==> config.mk <==
export PLATFORM = sky130hd
export DESIGN_NAME = huffman_code_bit_packer_core_flat
export DESIGN_NICKNAME = d
export VERILOG_FILES = /design/src/design/hcbp_pkg.sv /design/src/design/hcbp_if.sv /design/src/design/hcbp_code_table.sv /design/src/design/hcbp_packer.sv /design/src/design/huffman_code_bit_packer_core.sv /design/src/flat_wrapper.sv
export SDC_FILE = /design/constraint.sdc
export NUM_CORES = 2
export LEC_CHECK = 0
export BUFFER_PORTS_ARGS = -buffer_cell sky130_fd_sc_hd__clkbuf_2
export CAP_MARGIN = 0
export CORE_MARGIN = 4
export CORE_UTILIZATION = 32
export DETAILED_ROUTE_END_ITERATION = 12
export MAX_ROUTING_LAYER = met4
export PLACE_DENSITY = 0.49
export REMOVE_ABC_BUFFERS = 1
export SLEW_MARGIN = 10
export SYNTH_ARGS = -nofsm -noshare
export SYNTH_HDL_FRONTEND = slang
export SYNTH_SLANG_ARGS = --single-unit
==> constraint.sdc <==
create_clock -name clk -period 9.1 [get_ports clk]
set_input_delay 1.82 -clock clk [delete_from_list [all_inputs] [get_ports clk]]
set_output_delay 1.82 -clock clk [all_outputs]
set_load 0.03 [all_outputs]
==> src/design/hcbp_pkg.sv <==
// Shared constants and types for the code-table bit packer.
`timescale 1ns / 1ps

package hcbp_pkg;

  localparam int SYMBOL_COUNT  = 256;
  localparam int IDX_W         = (SYMBOL_COUNT > 1) ? $clog2(SYMBOL_COUNT) : 1;
  localparam int MAX_CODE_BITS = 8;

  localparam logic [1:0] OP_WRITE  = 2'd0;
  localparam logic [1:0] OP_ENCODE = 2'd1;
  localparam logic [1:0] OP_FLUSH  = 2'd2;

  typedef struct packed {
    logic [3:0] len;
    logic [7:0] code;
  } entry_t;

  typedef struct packed {
    logic       vld;
    logic [1:0] op;
    entry_t     entry;
  } stage_t;

endpackage

==> src/design/hcbp_if.sv <==
// Valid/ready channel interfaces for the input items and the packed bytes.
`timescale 1ns / 1ps

interface hcbp_in_if;
  logic       valid;
  logic       ready;
  logic [1:0] op;
  logic [7:0] symbol;
  logic [3:0] code_length;
  logic [7:0] code_value;

  modport source (output valid, op, symbol, code_length, code_value, input ready);
  modport sink   (input valid, op, symbol, code_length, code_value, output ready);
endinterface

interface hcbp_out_if;
  logic       valid;
  logic       ready;
  logic [7:0] out_byte;
  logic       last;

  modport source (output valid, out_byte, last, input ready);
  modport sink   (input valid, out_byte, last, output ready);
endinterface

==> src/design/hcbp_code_table.sv <==
// Symbol code table: one write port, one registered read port, per-entry valid bits.
`timescale 1ns / 1ps

module hcbp_code_table (
  input  logic                clk,
  input  logic                rst_n,
  input  logic                wr_en,
  input  logic                rd_en,
  input  logic [7:0]          symbol,
  input  logic [3:0]          wr_len,
  input  logic [7:0]          wr_code,
  output hcbp_pkg::entry_t    rd_entry
);

  hcbp_pkg::entry_t                      mem [hcbp_pkg::SYMBOL_COUNT];
  logic [hcbp_pkg::SYMBOL_COUNT-1:0]     valid_r;
  hcbp_pkg::entry_t                      rd_data_r;
  logic                                  rd_hit_r;
  logic                                  in_range;
  logic [hcbp_pkg::IDX_W-1:0]            idx;
  hcbp_pkg::entry_t                      wr_entry;

  assign in_range = {1'b0, symbol} < 9'(hcbp_pkg::SYMBOL_COUNT);
  assign idx      = symbol[hcbp_pkg::IDX_W-1:0];

  always_comb begin
    wr_entry.code = wr_code;
    if (wr_len > 4'(hcbp_pkg::MAX_CODE_BITS)) begin
      wr_entry.len = 4'(hcbp_pkg::MAX_CODE_BITS);
    end else begin
      wr_entry.len = wr_len;
    end
  end

  always_ff @(posedge clk) begin
    if (wr_en && in_range) begin
      mem[idx] <= wr_entry;
    end
    if (rd_en) begin
      rd_data_r <= mem[idx];
    end
  end

  always_ff @(posedge clk) begin
    if (!rst_n) begin
      valid_r  <= '0;
      rd_hit_r <= 1'b0;
    end else begin
      if (wr_en && in_range) begin
        valid_r[idx] <= 1'b1;
      end
      if (rd_en) begin
        rd_hit_r <= in_range && valid_r[idx];
      end
    end
  end

  // Unwritten or out-of-range entries read as a zero-length code.
  assign rd_entry = rd_hit_r ? rd_data_r : '0;

`ifndef SYNTHESIS
  a_len_bounded: assert property (@(posedge clk) disable iff (!rst_n)
    rd_entry.len <= 4'(hcbp_pkg::MAX_CODE_BITS))
    else $error("table read length above maximum");
`endif

endmodule

==> src/design/hcbp_packer.sv <==
// Bit accumulator and result register: appends code bits, emits full and flushed bytes.
`timescale 1ns / 1ps

module hcbp_packer (
  input  logic                  clk,
  input  logic                  rst_n,
  input  hcbp_pkg::stage_t      stage,
  output logic                  stage_move,
  hcbp_out_if.source            out_ch
);

  logic [7:0]  acc_r,  acc_nxt;
  logic [2:0]  pend_r, pend_nxt;
  logic        out_valid_r;
  logic [7:0]  out_byte_r, byte_nxt;
  logic        out_last_r, last_nxt;
  logic        produce;
  logic        out_free;
  logic [3:0]  total;
  logic [15:0] combined;
  logic [15:0] new_bits;

  assign total    = {1'b0, pend_r} + stage.entry.len;
  assign new_bits = {8'h00, stage.entry.code} >> (4'd8 - stage.entry.len);
  assign combined = ({8'h00, acc_r} << stage.entry.len) | new_bits;

  always_comb begin
    produce  = 1'b0;
    acc_nxt  = acc_r;
    pend_nxt = pend_r;
    byte_nxt = 8'h00;
    last_nxt = 1'b0;
    case (stage.op)
      hcbp_pkg::OP_ENCODE: begin
        if (total[3]) begin
          produce  = 1'b1;
          byte_nxt = 8'(combined >> total[2:0]);
          pend_nxt = total[2:0];
          acc_nxt  = combined[7:0] & ~(8'hFF << total[2:0]);
        end else begin
          pend_nxt = total[2:0];
          acc_nxt  = combined[7:0];
        end
      end
      hcbp_pkg::OP_FLUSH: begin
        produce  = 1'b1;
        last_nxt = 1'b1;
        byte_nxt = 8'({8'h00, acc_r} << (4'd8 - {1'b0, pend_r}));
        pend_nxt = 3'd0;
        acc_nxt  = 8'h00;
      end
      default: begin
      end
    endcase
  end

  assign out_free   = !out_valid_r || out_ch.ready;
  assign stage_move = stage.vld && (!produce || out_free);

  always_ff @(posedge clk) begin
    if (!rst_n) begin
      acc_r       <= 8'h00;
      pend_r      <= 3'd0;
      out_valid_r <= 1'b0;
    end else begin
      if (stage_move) begin
        acc_r  <= acc_nxt;
        pend_r <= pend_nxt;
      end
      if (stage_move && produce) begin
        out_valid_r <= 1'b1;
      end else if (out_ch.ready) begin
        out_valid_r <= 1'b0;
      end
    end
  end

  always_ff @(posedge clk) begin
    if (stage_move && produce) begin
      out_byte_r <= byte_nxt;
      out_last_r <= last_nxt;
    end
  end

  assign out_ch.valid    = out_valid_r;
  assign out_ch.out_byte = out_byte_r;
  assign out_ch.last     = out_last_r;

`ifndef SYNTHESIS
  a_acc_clean: assert property (@(posedge clk) disable iff (!rst_n)
    (acc_r & (8'hFF << pend_r)) == 8'h00)
    else $error("accumulator holds bits above the pending count");

  a_flush_empties: assert property (@(posedge clk) disable iff (!rst_n)
    stage_move && stage.op == hcbp_pkg::OP_FLUSH |=> pend_r == 3'd0 && acc_r == 8'h00)
    else $error("flush left bits pending");

  a_zero_len_silent: assert property (@(posedge clk) disable iff (!rst_n)
    stage_move && stage.op == hcbp_pkg::OP_ENCODE && stage.entry.len == 4'd0
    |=> $stable(pend_r) && $stable(acc_r))
    else $error("zero-length code changed the accumulator");
`endif

endmodule

==> src/design/huffman_code_bit_packer_core.sv <==
// Top level of the code-table bit packer: input stage, table and packer.
// Items pass the input stage register (with its registered table read), then the result
// register. Throughput: one item per cycle unless an output stall holds the packer stage;
// the table's single registered read port sets the pipeline. Input stays open while the
// result register drains. Reset (rst_n low, synchronous) empties the pipeline and
// accumulator and marks all table entries unwritten, so they read as zero length at once.
`timescale 1ns / 1ps

module huffman_code_bit_packer_core (
  input  logic         clk,
  input  logic         rst_n,
  hcbp_in_if.sink      in_ch,
  hcbp_out_if.source   out_ch
);

  logic              s1_vld_r;
  logic [1:0]        s1_op_r;
  logic              in_xfer;
  logic              stage_move;
  hcbp_pkg::entry_t  rd_entry;
  hcbp_pkg::stage_t  stage;

  assign in_ch.ready = !s1_vld_r || stage_move;
  assign in_xfer     = in_ch.valid && in_ch.ready;

  always_ff @(posedge clk) begin
    if (!rst_n) begin
      s1_vld_r <= 1'b0;
    end else if (in_xfer) begin
      s1_vld_r <= 1'b1;
    end else if (stage_move) begin
      s1_vld_r <= 1'b0;
    end
  end

  always_ff @(posedge clk) begin
    if (in_xfer) begin
      s1_op_r <= in_ch.op;
    end
  end

  hcbp_code_table u_table (
    .clk      (clk),
    .rst_n    (rst_n),
    .wr_en    (in_xfer && in_ch.op == hcbp_pkg::OP_WRITE),
    .rd_en    (in_xfer),
    .symbol   (in_ch.symbol),
    .wr_len   (in_ch.code_length),
    .wr_code  (in_ch.code_value),
    .rd_entry (rd_entry)
  );

  always_comb begin
    stage.vld   = s1_vld_r;
    stage.op    = s1_op_r;
    stage.entry = rd_entry;
  end

  hcbp_packer u_packer (
    .clk        (clk),
    .rst_n      (rst_n),
    .stage      (stage),
    .stage_move (stage_move),
    .out_ch     (out_ch)
  );

endmodule

==> src/flat_wrapper.sv <==
// flat-port wrapper written by rule: the top's interface ports become plain ports
module huffman_code_bit_packer_core_flat 
  (clk, rst_n, in_ch_valid, in_ch_op, in_ch_symbol, in_ch_code_length, in_ch_code_value, in_ch_ready, out_ch_valid, out_ch_out_byte, out_ch_last, out_ch_ready);
  hcbp_in_if in_ch_i ();
  hcbp_out_if out_ch_i ();
  input  logic clk;
  input  logic rst_n;
  input wire logic [$bits(in_ch_i.valid)-1:0] in_ch_valid;
  input wire logic [$bits(in_ch_i.op)-1:0] in_ch_op;
  input wire logic [$bits(in_ch_i.symbol)-1:0] in_ch_symbol;
  input wire logic [$bits(in_ch_i.code_length)-1:0] in_ch_code_length;
  input wire logic [$bits(in_ch_i.code_value)-1:0] in_ch_code_value;
  output wire logic [$bits(in_ch_i.ready)-1:0] in_ch_ready;
  output wire logic [$bits(out_ch_i.valid)-1:0] out_ch_valid;
  output wire logic [$bits(out_ch_i.out_byte)-1:0] out_ch_out_byte;
  output wire logic [$bits(out_ch_i.last)-1:0] out_ch_last;
  input wire logic [$bits(out_ch_i.ready)-1:0] out_ch_ready;
  assign in_ch_i.valid = in_ch_valid;
  assign in_ch_i.op = in_ch_op;
  assign in_ch_i.symbol = in_ch_symbol;
  assign in_ch_i.code_length = in_ch_code_length;
  assign in_ch_i.code_value = in_ch_code_value;
  assign in_ch_ready = in_ch_i.ready;
  assign out_ch_valid = out_ch_i.valid;
  assign out_ch_out_byte = out_ch_i.out_byte;
  assign out_ch_last = out_ch_i.last;
  assign out_ch_i.ready = out_ch_ready;
  huffman_code_bit_packer_core u_core (.clk(clk), .rst_n(rst_n), .in_ch(in_ch_i), .out_ch(out_ch_i));
endmodule
# [Word level (Yosys, flattened, before mapping)]
# Memory sizes are Yosys's and may differ from the RTL's. A register that Yosys moved wholly into a read port is not among the register bits.
# Index checks and enable logic that the tools add are counted.
[classes] order_cmp=3 muxes=20 shifts=5 n_addsub=3 n_eq_ne=2 n_reduce_logical=16 bitwise=4
[op_table] op="OR 256 bit" n=1
[op_table] op="case mux 8 bit (2 select lines)" n=2
[op_table] op="two-way mux 8 bit" n=2
[op_table] op="OR 16 bit" n=1
[op_table] op="<< shifter 8 x 4 -> 16 bit" n=1
[op_table] op=">> shifter 16 x 3 -> 8 bit" n=1
[op_table] op=">> shifter 8 x 4 -> 16 bit" n=1
[op_table] op="two-way mux 12 bit" n=1
[op_table] op="two-way mux 1 bit" n=10
[op_table] op="less-than comparator 8 x 9 -> 1 bit, second input constant" n=1
[op_table] op="AND 8 bit" n=1
[op_table] op="binary-select mux 1 bit (select 8 bit)" n=1
[op_table] op="demux 1 bit (select 8 bit)" n=1
[op_table] op=">= comparator 8 x 1 -> 1 bit, second input constant" n=1
[op_table] op="NOT 8 bit" n=1
[op_table] op="<< shifter 8 x 3 -> 8 bit, first input constant" n=1
[op_table] op="<< shifter 8 x 4 -> 8 bit" n=1
[op_table] op="case mux 3 bit (2 select lines)" n=1
[op_table] op="nonzero test 2 bit" n=3
[op_table] op="logical AND 1 bit" n=5
[op_table] op="adder 3 x 4 -> 4 bit" n=1
[op_table] op="greater-than comparator 4 bit, second input constant" n=1
[op_table] op="two-way mux 4 bit" n=1
[op_table] op="subtractor 4 x 3 -> 4 bit, first input constant" n=1
[op_table] op="8 further kinds" n=12
[totals] elab_cells=63 ff_bits=281 ram_bits=3072 output_inout_bits=11 n_memories=1 in_bits=26
[mem_list] memory="u_core.u_table.mem" words=256 word_bits=12 rd=1 rd_ports_with_merged_regs=1 write_ports=1 line="hcbp_code_table.sv:15" source="hcbp_pkg::entry_t mem [hcbp_pkg::SYMBOL_COUNT];"

# [Logic depth before layout (Yosys ltp)]
[logic_depth] depth_word=12 mapped_depth=13 ltp_nobuf=11

# [Hierarchy]
# A second synthesis with hierarchy kept.
[unflattened] hier_cells=5930 area_unflattened_um2=130601.5
[modules_own_cells] module="hcbp_code_table" seq_area_each_um2=97753.8 area_each_um2=127592.4 cells_per_inst=5583 n_inst=1
[modules_own_cells] module="hcbp_packer" seq_area_each_um2=510.5 area_each_um2=2882.8 cells_per_inst=339 n_inst=1
[modules_own_cells] module="huffman_code_bit_packer_core" seq_area_each_um2=80.1 area_each_um2=126.4 cells_per_inst=8 n_inst=1

# [Worst setup path before layout]
# Ideal clock, no wire load.
[synth_timing] kind="input port to flip-flop" start="in in_ch_code_length[3]" end="mem u_core.u_table.mem[0][10] (netlist bit), data pin" setup_time_ns=1.469 stages=1 t_required_ns=7.631 arrival_time_ns=8.116 path_buffers=0 slack_ns=-0.486 cell_sequence="nor2b_1"
[synth_via] elab_chain_len=2
[synth_rtl] item="start, declared" line="flat_wrapper.sv:11" source="input wire logic [$bits(in_ch_i.code_length)-1:0] in_ch_code_length;"
[synth_rtl] item="greater-than comparator 4 bit" line="hcbp_code_table.sv:28" source="if (wr_len > 4'(hcbp_pkg::MAX_CODE_BITS)) begin"
[synth_rtl] item="two-way mux 4 bit" line="hcbp_code_table.sv:28"
[synth_rtl] item="end, declared" line="hcbp_code_table.sv:15"
# Every way passes these cells.

# [Worst setup path in the final report]
[layout_timing] start="reg u_core.u_table.rd_data_r[11] (netlist name)" end="out in_ch_ready"
[layout_via] elab_chain_len=8
[layout_rtl] item="two-way mux 12 bit" line="hcbp_code_table.sv:59" source="assign rd_entry = rd_hit_r ? rd_data_r : '0;"
[layout_rtl] item="adder 3 x 4 -> 4 bit" line="hcbp_packer.sv:23" source="assign total = {1'b0, pend_r} + stage.entry.len;"
[layout_rtl] item="two-way mux 1 bit" line="hcbp_packer.sv:35" source="if (total[3]) begin"
[layout_rtl] item="case mux 1 bit (2 select lines)" line="hcbp_packer.sv:33" source="case (stage.op)"
[layout_rtl] item="zero test 1 bit" line="hcbp_packer.sv:58" source="assign stage_move = stage.vld && (!produce || out_free);"
[layout_rtl] item="logical OR 1 bit" line="hcbp_packer.sv:58"
[layout_rtl] item="logical AND 1 bit" line="hcbp_packer.sv:58"
[layout_rtl] item="logical OR 1 bit" line="huffman_code_bit_packer_core.sv:23" source="assign in_ch.ready = !s1_vld_r || stage_move;"
[layout_rtl] item="end, declared" line="flat_wrapper.sv:13" source="output wire logic [$bits(in_ch_i.ready)-1:0] in_ch_ready;"
# Every way passes these cells.

==> flow_summary.yaml <==
status:
  run_status: "completed"
worst_setup_path:
  slowest_stage: "sky130_fd_sc_hd__edfxtp_1"
  timing.critical_path.to_type: "output port"
  critical_path.top_delay_family: "flip-flops"
  crit_required_ns: 7.28
  type_of_the_setup_path_with_the_least_slack: "register to output port"
  cp_num_buf_inv: 1
  worst_path_largest_cell_delay_ns: 1.15
  reg2reg_setup_slack_ns: 4.36
  critical_path.cell_chain: "nand2_1 > mux2i_1 > a21oi_1 > or3_1 > clkbuf_2"
  timing.critical_path.from_type: "register"
  worst_ep_arrival_time_ns: 3.91
  critical_path_peak_fanout: 19
global_routing:
  grt_antenna_before_repair: 16
  number_of_global_route_vias_before_repair: 67600
  grt_start_max_net_pins: 177
  grt_util_all_layers: 0.194
  grt_remaining_overflow: 0
  first_pass_grt_wire_length_um: 560000
timing:
  timing_hold_violations_final: 0
  timing.clock.skew_ns: 0.0686
  slew_violations: 0
  worst_hold_slack_ns: 0.459
  slew_headroom: 0.00170
  timing_worst_slew_pin_value_ns: 1.50
  fin_setup_tns_ns: 0
  timing.final.crit_period_ns: 5.73
  report.final.setup_viol: 0
  layout_worst_path_cycle_share: 0.629
  max_clock_freq_ghz: 0.175
  rsz0062_at_grt: "no"
die:
  fp.dieArea_um2: 421000
  design.portCount: 37
  initial_utilization: 0.322
  floorplan.rows: 234
  die_width_um: 649
  floorplan.die.height_um: 649
  core_area_um2: 408000
detailed_routing:
  detail_route.first_pass.iterations: 5
  totalWireLength_um: 403000
  detail_route.wl_per_cell_um: 32.8
  detailedRoute.firstIterationViolations: 8240
  post_drt_via_cell_ratio: 5.50
  antenna_left: 0
  dr_total_vias: 67400
  drc_errors: 0
final_layout:
  register_area_um2: 98300
  finalNetCount: 6547
  mostFrequentLayoutCells: "sky130_fd_sc_hd__edfxtp_1 (3095), sky130_fd_sc_hd__mux4_2 (946), sky130_fd_sc_hd__buf_4 (381)"
  layout-drive-gt1-share: 0.322
  layout_commonest_cell: "sky130_fd_sc_hd__edfxtp_1"
  n_fill_cell: 36900
  final_area_um2: 153000
  syn2layout_area_growth_pct: 16.7
  multi_input_area_um2: 32500
place:
  detailedPlacementHpwl_um: 243000
  gpl.final_weighted_congestion: 0.866
  portBuffers: 36
  placed_cell_area_um2: 141000
cts:
  clock-sinks: 3365
  clk_transition_reported_paths_ns: 0.05
  worst_skew_pair.late_latency_ns: 0.97
  cts-resized-gates: 0
  cts.path.max_buffers: 4
  htreeDepth: 5
  cts.hold.buffers_added: 0
  number_of_cts_inserted_buffers: 364
  root_buf_cell: "sky130_fd_sc_hd__clkbuf_16"
  number_of_post_cts_setup_repair_buffers: 0
  cts_tree: "built"
yosys:
  synth_cell_types: 81
  netlist_area_um2: 131000
  synth-edff-count: 3095
  ys.warnings.count: 0
  ys_seq_area_frac: 0.749
  synth-seq-cells: 3365
  async_flop_share: 0
  synthCells: 6141
  synth.avg_cell_area_um2: 21.4
  synth_ff_type: "sky130_fd_sc_hd__edfxtp_1"
power_and_ir_drop:
  pwr-share-comb: 0.050
  finalPower_mw: 33.3
  power.sequential.fraction: 0.508
  p_clk_frac: 0.441
  cellLeakagePower_nw: 46.0
  power.ir.vdd_worst_mv: 0.160
  switchingPower_mw: 7.30
  swShare: 0.219
  power_density_nw_per_um2: 217
  total_internal_power_mw: 26.0
flow_run:
  drv.max_cap_violation_count: 0
min_path:
  timing.hold.worst.class: "register to register"
==> layout make-up <==
cell class / count / share of cell area
tap: 5428 / 0.0443
multi-input combinational: 2330 / 0.212
sequential: 3365 / 0.642
clock buffer: 489 / 0.0652
antenna: 14 / 0.000229
clock inverter: 177 / 0.0122
inverter: 18 / 0.000547
timing repair buffer: 437 / 0.0235
==> kinds of logic after synthesis <==
group / Yosys count / share of synthesized area
flops: 3365 / 0.749
compound gates: 608 / 0.0342
buf+inv: 446 / 0.0165
simple gates: 631 / 0.0267
mux: 1078 / 0.172
fa+ha+maj: 5 / 0.000477
xor+xnor: 8 / 0.000534
==> power by group through the flow <==
stage          combinational [mW]  clock [mW]  sequential, mW
5_1_grt                      1.76        15.7            16.9
2_1_floorplan               0.660           0            17.3
3_3_place_gp                 1.68           0            17.2
6_report                     1.68        14.7            16.9
3_5_place_dp                 1.70           0            17.2
4_1_cts                      1.70        15.0            16.9
==> synth_stat cells (14+ instances only) <==
cell	count	area, um^2
sky130_fd_sc_hd__o21a_1	260	1950
sky130_fd_sc_hd__a221oi_1	17	149
sky130_fd_sc_hd__clkbuf_1	218	818
sky130_fd_sc_hd__o21ai_0	17	85.1
sky130_fd_sc_hd__nand2_1	131	492
sky130_fd_sc_hd__nor2b_1	21	131
sky130_fd_sc_hd__nor4_1	248	1550
sky130_fd_sc_hd__buf_1	31	116
sky130_fd_sc_hd__a22o_1	21	184
sky130_fd_sc_hd__a22oi_1	83	623
sky130_fd_sc_hd__a21oi_1	47	235
sky130_fd_sc_hd__nand4_1	18	113
sky130_fd_sc_hd__buf_2	114	571
sky130_fd_sc_hd__or3_1	16	100
sky130_fd_sc_hd__nor2_1	67	251
sky130_fd_sc_hd__nor3_1	21	105
sky130_fd_sc_hd__mux2i_1	118	1180
sky130_fd_sc_hd__inv_1	15	56.3
sky130_fd_sc_hd__edfxtp_1	3095	92900
sky130_fd_sc_hd__buf_4	37	278
sky130_fd_sc_hd__o22ai_1	44	275
sky130_fd_sc_hd__buf_6	28	315
sky130_fd_sc_hd__mux2_2	14	158
sky130_fd_sc_hd__mux4_2	946	21300
sky130_fd_sc_hd__dfxtp_1	270	5410
sky130_fd_sc_hd__nand3_1	37	185
==> path summary, 6_finish.rpt <==
kind	startpoint	end	depth (start not counted)
min reg2reg	u_core.u_table.valid_r[7]	u_core.u_table.valid_r[7]	1
max	u_core.u_table.rd_data_r[11]	in_ch_ready	5
min	u_core.u_table.valid_r[7]	u_core.u_table.valid_r[7]	1
max reg2reg	u_core.u_table.rd_data_r[11]	u_core.u_table.mem[171][0]	7
==> through the flow <==
step,util,instances,setup slack (ns)
3_3_place_gp,0.347,11600,2.51
5_1_grt,0.376,12300,3.22
4_1_cts,0.376,12200,3.43
2_1_floorplan,-,5713,-10.16
3_5_place_dp,0.347,11600,2.90
6_report,0.376,12300,3.37
==> sequential cells by signal, summed over array words and instances, names as in the netlist, 2 cells and up <==
name	cells
u_core.u_table.mem	3072
u_core.u_table.valid_r	256
u_core.u_table.rd_data_r	12
u_core.u_packer.acc_r	8
u_core.u_packer.out_ch.out_byte	8
u_core.u_packer.pend_r	3
u_core.s1_op_r	2
==> metal layers <==
metal,track usage,routed length (um),vias to the layer above
met2,0.298,189000,2565
met5,-,0,-
met4,0.0575,12900,0
met1,0.267,173000,37200
li1,-,-,27000
met3,0.0333,27800,574
Power figures use the tool's default switching activity.
